File: src/hw/rtl/spmv_pkg.sv
// ============================================================================
// spmv_pkg
// Shared types and constants for the sparse coordinate-form matrix-vector
// accumulate block.
// ============================================================================
`default_nettype none

package spmv_pkg;

    // Field widths of one input item and one result item.
    localparam int KIND_W  = 2;
    localparam int IDX_W   = 10;
    localparam int VAL_W   = 32;
    localparam int ACC_W   = 48;
    localparam int FRAC_W  = 16;
    localparam int PROD_W  = 2 * VAL_W;

    // Indices are widened to this many bits before the range check, enough to
    // hold the largest supported depth itself.
    localparam int IDX_EXT_W = 17;

    // Default number of vector and accumulator entries.
    localparam int DEFAULT_VECTOR_DEPTH = 1024;

    // Item kinds. The unused code is ignored and gives no result.
    typedef enum logic [KIND_W-1:0] {
        KIND_LOAD = 2'd0,
        KIND_MAC  = 2'd1,
        KIND_READ = 2'd2,
        KIND_NONE = 2'd3
    } t_kind;

    // Commands from the controller to the datapath.
    typedef struct packed {
        logic capture;
        logic fetch;
        logic exec;
        logic accum;
        logic clear;
    } t_ctrl_cmd;

    // Status from the datapath back to the controller.
    typedef struct packed {
        logic is_load;
        logic is_mac;
        logic is_read;
        logic in_range;
        logic clear_last;
    } t_dp_status;

endpackage

`default_nettype wire

File: src/hw/rtl/spmv_ctrl.sv
// ============================================================================
// spmv_ctrl
// Controller state machine: runs the accumulator clearing pass after reset
// and steps each accepted item through fetch, execute and accumulate as needed.
// ============================================================================
`default_nettype none

module spmv_ctrl (
    input  wire logic                 i_clk,
    input  wire logic                 i_rst_n,
    input  wire logic                 i_start,
    input  wire spmv_pkg::t_dp_status i_status,
    output spmv_pkg::t_ctrl_cmd       o_cmd,
    output logic                      o_busy
);

    typedef enum logic [4:0] {
        ST_CLEAR = 5'b00001,
        ST_IDLE  = 5'b00010,
        ST_FETCH = 5'b00100,
        ST_EXEC  = 5'b01000,
        ST_ACCUM = 5'b10000
    } t_state;

    t_state r_state;
    t_state n_state;

    // Next state and command decode.
    always_comb begin
        n_state = r_state;
        o_cmd   = '0;
        unique case (r_state)
            ST_CLEAR: begin
                o_cmd.clear = 1'b1;
                if (i_status.clear_last) begin
                    n_state = ST_IDLE;
                end
            end
            ST_IDLE: begin
                if (i_start) begin
                    o_cmd.capture = 1'b1;
                    n_state       = ST_FETCH;
                end
            end
            ST_FETCH: begin
                o_cmd.fetch = 1'b1;
                if ((i_status.is_mac || i_status.is_read) && i_status.in_range) begin
                    n_state = ST_EXEC;
                end else if (i_status.is_read) begin
                    n_state = ST_EXEC;
                end else begin
                    n_state = ST_IDLE;
                end
            end
            ST_EXEC: begin
                o_cmd.exec = 1'b1;
                if (i_status.is_mac) begin
                    n_state = ST_ACCUM;
                end else begin
                    n_state = ST_IDLE;
                end
            end
            ST_ACCUM: begin
                o_cmd.accum = 1'b1;
                n_state     = ST_IDLE;
            end
            default: begin
                n_state = ST_CLEAR;
            end
        endcase
    end

    // State register; reset starts the clearing pass.
    always_ff @(posedge i_clk) begin
        if (!i_rst_n) begin
            r_state <= ST_CLEAR;
        end else begin
            r_state <= n_state;
        end
    end

    assign o_busy = (r_state != ST_IDLE);

endmodule

`default_nettype wire

File: config.mk
export PLATFORM = sky130hd
export DESIGN_NAME = spmv_ctrl
export DESIGN_NICKNAME = d
export VERILOG_FILES = /design/src/hw/rtl/spmv_pkg.sv /design/src/hw/rtl/spmv_ctrl.sv
export SDC_FILE = /design/constraint.sdc
export NUM_CORES = 1
export LEC_CHECK = 0
export BUFFER_PORTS_ARGS = -buffer_cell sky130_fd_sc_hd__buf_4
export CELL_PAD_IN_SITES_DETAIL_PLACEMENT = 0
export CELL_PAD_IN_SITES_GLOBAL_PLACEMENT = 1
export CORE_AREA = 2 2 39 41
export DETAILED_ROUTE_END_ITERATION = 16
export DIE_AREA = 0 0 41 43
export GPL_ROUTABILITY_DRIVEN = 1
export GPL_TIMING_DRIVEN = 0
export PLACE_DENSITY_LB_ADDON = 0.1
export SYNTH_ARGS = -nofsm -noshare
export SYNTH_HDL_FRONTEND = slang
export SYNTH_SLANG_ARGS = --single-unit
File: constraint.sdc
create_clock -name i_clk -period 2.02 [get_ports i_clk]
set_input_delay 0.404 -clock i_clk [delete_from_list [all_inputs] [get_ports i_clk]]
set_output_delay 0.404 -clock i_clk [all_outputs]
set_load 0.005 [all_outputs]
After elaboration in Yosys (flattened, before gate mapping)
Cells that the tools add are included.
{"block": "totals", "regBits": 5, "inputBits": 8, "out_inout_bits": 6, "word_cells": 24}
{"block": "classes", "eq_ne": 8, "mux": 12, "n_reduce_logical": 3}
{"operator": "case mux 5 bit (5 select lines)", "n": 1}
{"operator": "2-to-1 mux 5 bit", "n": 4}
{"operator": "2-to-1 mux 1 bit", "n": 6}
{"operator": "== test 5 x 1 -> 1 bit (second input constant)", "n": 1}
{"operator": "== test 5 x 2 -> 1 bit (second input constant)", "n": 1}
{"operator": "== test 5 x 3 -> 1 bit (second input constant)", "n": 1}
{"operator": "== test 5 x 4 -> 1 bit (second input constant)", "n": 1}
{"operator": "== test 5 bit (second input constant)", "n": 1}
{"operator": "inequality test 5 x 2 -> 1 bit (second input constant)", "n": 1}
{"operator": "2-to-1 mux 4 bit", "n": 1}
{"operator": "inequality test 2 bit (second input constant)", "n": 2}
{"operator": "AND reduction 2 bit", "n": 1}
{"operator": "logical AND 1 bit", "n": 1}
{"operator": "logical OR 1 bit", "n": 1}

Depth between registers and ports, before layout
Gate-level depths: netlist (run 1).
{"block": "logic_depth", "ltp_word": 4, "mapped_depth": 5}

Worst setup path before layout (run 1)
Ideal clock, no wire load.
{"block": "synth_timing", "path_type": "register to output", "startpoint": "register r_state[4]", "endpoint": "output port o_cmd[4] (netlist bit)", "arrival_time_ns": 1.166, "t_required_ns": 1.616, "path_slack_ns": 0.450, "stages_incl_launch_ff": 5, "path_buffers": 1, "path_cell_list": "dfxtp_1 > buf_6 > or4b_1 > nor2_1 > and2_1"}
{"element": "start: declaration", "line": "spmv_ctrl.sv:25", "text": "t_state r_state;"}
{"element": "start signal: assignment", "line": "spmv_ctrl.sv:78", "text": "r_state <= n_state;"}
{"element": "end: declaration", "line": "spmv_ctrl.sv:13", "text": "output spmv_pkg::t_ctrl_cmd o_cmd,"}

==> impl_metrics.ini, run 1 <==
[status]
run_status = completed

[worst_setup_path]
start_kind = flop
path_max_fanout = 9
path_cells = buf_6 -> or4b_4 -> nor2_4 -> and2_1 -> buf_4
ff2ff_setup_slack_ns = 0.60
end_kind = primary output
worstPathArrival_ns = 1.54
critPathKind = reg -> out
worstPathRequired_ns = 1.62
critPathSlowestCell = or4b_4
r2r_end = r_state[1]
r2r_cells = 5
r2r_start = r_state[4]
slowest_delay_ns = 0.50

[floorplan]
dieHeight_um = 43
core_area_um2 = 1380
rows = 14
io_pins = 14
start_util_pct = 22.9
die_width_um = 41
die-area_um2 = 1760

[power_and_ir_drop]
power_frac_clock_pct = 43.2
p_int_mw = 0.204
vdd_drop_max_uv = 268
p_switching_mw = 0.0662
p_per_area_nw_per_um2 = 570
p_sw_share_pct = 24.5
p_comb_share_pct = 15.6
power.share.sequential_pct = 41.2
p_leak_nw = 0.198

[layout]
n_antenna_cell = 0
area_growth_pct = 49.8
reg_top3 = r_state: 5 flops
largest_reg_flops = 5
drive_gt1_share_pct = 37.5
multi_input_area_um2 = 201
largest_register = r_state
layout.nets = 65
num-fill-cells = 149
seq_area_um2 = 103

[detailed_routing]
drc = 0
wl_per_cell_um = 12.0
ant_nets = 0
drt_pass1_iterations = 2
routed_wl_um = 862
viasPerCell = 4.89
dr_total_vias = 352
drt_iter0_drc = 4

[global_routing]
antenna_found_initial = 0
gr-usage-all-layers_pct = 12.1
grt_overflow = 0
grt_pass1_wl_um = 1410
grt_pass1_vias = 326
grt_max_degree = 10

[worst_hold_path]
min_path_type = in -> reg
min_path_cells = 2
min_from = i_start
hold_end = r_state[2]

[clock_network]
cts_buffers = 3
hold_buffers = 0
ctsRootBufferMaster = clkbuf_4
htree_levels = 1
cts_tree = done
cts.sinks = 5
cts_buffer_depth = 2
clkLatencyLatePin_ns = 0.24
clk_pin_slew_ns = 0.04

[timing]
setup_ws_ns = 0.0779
post-route-min-period_ns = 1.94
tightest_slew_ns = 0.309
drv_slew = 0
fin_tns_setup_ns = 0
min_period_over_period_pct = 96.1
finalHoldViolCount = 0
finalClockSkew_ns = 0.00324
setup_viol = 0
rsz0062_at_grt = no
max_freq_mhz = 515
max_slew_margin_pct = 79.0

[placed_design]
gp_congestion = 0.724
io_buffers = 12
place_ws_ns = 0.228
hpwl_um = 651

[synthesis]
yosysWarnings = 0
ys_seq_area_share_pct = 31.6
avgSynthCellArea_um2 = 8.12
synth.distinct_cells = 19
synth_cells = 39
syn-num-nets = 47
ys_seq_elements = 5
synth_area_um2 = 317

[flow_run]
cap_violations = 0
-- area by class of cell --
cell class                      instances  share of cell area, %
Inverter                                4                   3.17
Multi-Input combinational cell         29                   42.5
Tap cell                               16                   4.22
Timing Repair Buffer                   13                   20.6
Clock buffer                            4                   5.54
Buffer                                  1                   2.37
Sequential cell                         5                   21.6
-- cell usage after synthesis --
library cell  instances  share of area [%]
a21oi_1               2                3.2
a31oi_1               2                4.0
and2_1                2                4.0
and3_1                2                4.0
and4_1                1                2.8
buf_6                 1                3.6
dfxtp_1               5                 32
inv_1                 4                4.7
nand2b_1              2                4.0
nand4_1               1                2.0
nor2_1                3                3.6
nor3_1                1                1.6
nor3b_1               3                7.1
nor4_1                2                4.0
o21ai_0               2                3.2
o311ai_1              1                2.8
or3_1                 1                2.0
or4b_1                3                9.5
xnor2_1               1                2.8
-- power groups by stage --
stage,clock network [mW],registers [mW],logic [mW]
after floorplan,0,0.109,0.0189
after global placement,0,0.111,0.0386
after CTS,0.124,0.110,0.0398
final,0.117,0.111,0.0421
after detailed placement,0,0.112,0.0392
after global routing,0.132,0.112,0.0473
-- how the worst max path moves through the flow --
stage / to / start / slack [ns] / depth (start not counted)
2_1_floorplan: o_cmd[4] / r_state[4] / 0.45 / 4
3_3_place_gp: o_cmd[4] / r_state[2] / 0.30 / 4
3_5_place_dp: o_cmd[4] / r_state[2] / 0.23 / 4
4_1_cts: o_cmd[4] / r_state[3] / 0.02 / 4
5_1_grt: o_cmd[4] / r_state[2] / 0.005 / 4
6_report: o_cmd[4] / r_state[4] / 0.08 / 5
-- placed cells by master, fill, tap and decap left out --
cell / Yosys / final
dfxtp_1: 5 / 3
nor3b_1: 3 / 3
a21oi_1: 2 / 2
clkbuf_4: 0 / 3
nor2_4: 0 / 1
nand2b_1: 2 / 2
and3_1: 2 / 2
a31oi_1: 2 / 2
dfxtp_2: 0 / 2
and2_1: 2 / 2
or4b_1: 3 / 2
o21ai_0: 2 / 2
nor3_1: 1 / 1
xnor2_1: 1 / 1
nor4_1: 2 / 2
clkbuf_1: 0 / 1
inv_1: 4 / 4
or3_1: 1 / 1
buf_4: 0 / 13
or4b_4: 0 / 1
nand4_1: 1 / 1
and4_1: 1 / 1
o311ai_1: 1 / 1
buf_6: 1 / 1
nor2_1: 3 / 2
-- cells by family after synthesis --
kind of cell / Yosys count / share of synthesized area, %
buffers and inverters: 5 / 8.30
AND/OR/NAND/NOR: 21 / 44.3
XOR/XNOR: 1 / 2.77
AO/OA/AOI/OAI: 7 / 13.0
flip-flops: 5 / 31.6
-- routing by layer --
layer	share of wire [%]	track usage, %	vias up
li1	-	-	181
met1	43	15.4	158
met2	49	17.2	13
met3	7.5	7.85	0
met4	0	2.00	0
met5	0	0	-
-- worst max-delay path: cells and delay by family, from the launching register on --
| family | cells | cell delay, ns |
|---|---|---|
| DFF | 1 | 0.30 |
| and+or+nand+nor | 3 | 0.76 |
| buffers and inverters | 2 | 0.23 |
-- through the flow --
step | util (%) | hold slack (ns) | power [mW] | area, µm² | instances
2_1_floorplan | - | 0.527 | 0.128 | 317 | 39
3_3_place_gp | 30.8 | 0.596 | 0.150 | 427 | 67
3_5_place_dp | 30.8 | 0.604 | 0.151 | 427 | 67
4_1_cts | 33.0 | 0.393 | 0.274 | 457 | 71
5_1_grt | 34.3 | 0.411 | 0.292 | 474 | 72
6_report | 34.3 | 0.403 | 0.270 | 474 | 72
-- timing repair --
item,CTS,global route
gates resized for setup,2,3
endpoints found under the setup margin,1,1
buffers inserted,0,1
pin swaps,0,1
No activity file was read; power rests on OpenSTA's default activity.
==> run 2: changes to the inputs <==
==> constraint.sdc (replaced) <==
create_clock -name i_clk -period 2.02 [get_ports i_clk]
set_input_delay 0.505 -clock i_clk [delete_from_list [all_inputs] [get_ports i_clk]]
set_output_delay 0.505 -clock i_clk [all_outputs]
set_load 0.005 [all_outputs]
==> impl_metrics.ini, run 2 (synthesized netlist as in run 1, its figures left out) <==
[layout]
reg_top3 = r_state: 5 flops
drive_gt1_share_pct = 46.7
layout.nets = 69
largest_register = r_state
finalNonFillerCells = 76
area_growth_pct = 62.8
final_cell_mix = buf_4 (17), inv_1 (4), clkbuf_4 (3)
largest_reg_flops = 5
final_common_cell = buf_4
n_antenna_cell = 0

[timing]
finalHoldViolCount = 0
setup_viol = 1
whs_ns = 0.502
post-route-min-period_ns = 2.03
max_freq_mhz = 493
tightest_slew_ns = 0.364
drv_slew = 0
setup_ws_ns = -0.00805
rsz0062_at_grt = yes
min_period_over_period_pct = 100
max_slew_margin_pct = 75.3
finalClockSkew_ns = 0.00381

[clock_network]
cts_buffer_depth = 2
clk_pin_slew_ns = 0.05
cts.sinks = 5
ctsRootBufferMaster = clkbuf_4
cts_buffers = 3
clkLatencyLatePin_ns = 0.24
htree_levels = 1
cts_tree = done

[floorplan]
die-area_um2 = 1760
dieHeight_um = 43
io_pins = 14
core_area_um2 = 1380
die_width_um = 41
start_util_pct = 22.9
rows = 14

[worst_setup_path]
end_kind = primary output
worstPathRequired_ns = 1.51
path_max_fanout = 7
start_kind = flop
worstPathArrival_ns = 1.52
r2r_start = r_state[4]
critPathKind = reg -> out
r2r_cells = 5
ff2ff_setup_slack_ns = 0.58
r2r_end = r_state[1]

[power_and_ir_drop]
p_leak_nw = 0.225
p_per_area_nw_per_um2 = 527
vdd_drop_max_uv = 268

[global_routing]
gr-usage-all-layers_pct = 12.1
antenna_found_initial = 0
grt_overflow = 0
grt_max_degree = 10
grt_pass1_wl_um = 1410
grt_pass1_vias = 324

[worst_hold_path]
hold_end = r_state[2]
min_from = i_start
min_path_type = in -> reg
min_path_cells = 2

[placed_design]
io_buffers = 12
placed_cells = 67
hpwl_um = 651
gp_congestion = 0.724

[detailed_routing]
dr_total_vias = 363
routed_wl_um = 891
drt_iter0_drc = 3
drc = 0
drt_pass1_iterations = 3
viasPerCell = 4.78
ant_nets = 0
wl_per_cell_um = 11.7

[status]
run_status = finished, violations left
violations = negative setup slack

[flow_run]
cap_violations = 0
## run 2: changes by cell type in the layout (fill, tap and decap cells not counted)
cell	before	now
buf_4	13	17
and2_1	2	1
and2_4	0	1
dfxtp_1	3	2
dfxtp_4	0	1
nor3b_1	3	2
nor3b_2	0	1
## run 2: layout make-up
| cell class | instances | area [µm²] |
|---|---|---|
| tap | 16 | 20.0 |
| multi-input combinational | 29 | 209 |
| timing repair buffer | 17 | 128 |
| buffer | 1 | 11.3 |
| clock buffer | 4 | 26.3 |
| sequential | 5 | 106 |
| fill | 147 | 868 |
| inverter | 4 | 15.0 |
## run 2: layer usage
metal | vias to the layer above | GRT usage (%) | routed length, µm
met4 | 0 | 2.00 | 0
met2 | 13 | 17.2 | 443
met5 | - | 0 | 0
met1 | 161 | 15.4 | 382
li1 | 189 | - | -
met3 | 0 | 7.85 | 65
## run 2: critical path, cell delays in order (launching register included)
cell and delay [ns]:
dfxtp_1 0.30, buf_6 0.12, or4b_4 0.50, nor2_4 0.12, and2_4 0.14, buf_4 0.09
## run 2: timing repair
| item | CTS | global route |
|---|---|---|
| hold buffers | 0 | 0 |
| endpoints found under the setup margin | 2 | 2 |
| pin swaps | 1 | 1 |
| gates resized for setup | 5 | 4 |
| gates cloned | 0 | 0 |
| setup buffers | 1 | 4 |
## run 2: worst max-delay path by stage
stage	startpoint	depth (start not counted)	endpoint
2_1_floorplan	r_state[4]	4	o_cmd[4]
3_3_place_gp	r_state[2]	4	o_cmd[4]
3_5_place_dp	r_state[2]	4	o_cmd[4]
4_1_cts	r_state[4]	5	o_cmd[4]
5_1_grt	r_state[4]	5	o_cmd[4]
6_report	r_state[4]	5	o_cmd[4]
## run 2: stage by stage
step / power (mW) / setup TNS, ns / util, % / setup WS, ns / cell area, µm²
after floorplan: 0.128 / 0 / - / 0.349 / 317
after global placement: 0.150 / 0 / 30.8 / 0.197 / 427
after detailed placement: 0.151 / 0 / 30.8 / 0.127 / 427
after CTS: 0.277 / -0.0466 / 34.3 / -0.0466 / 474
after global routing: 0.292 / -0.0739 / 37.3 / -0.0668 / 515
final: 0.272 / -0.00805 / 37.3 / -0.00805 / 515
## run 2: power breakdown
group | leakage (nW) | internal (mW) | switching (mW)
Clock | 0.0150 | 0.0748 | 0.0430
Sequential | 0.0424 | 0.102 | 0.00735
Combinational | 0.168 | 0.0268 | 0.0174
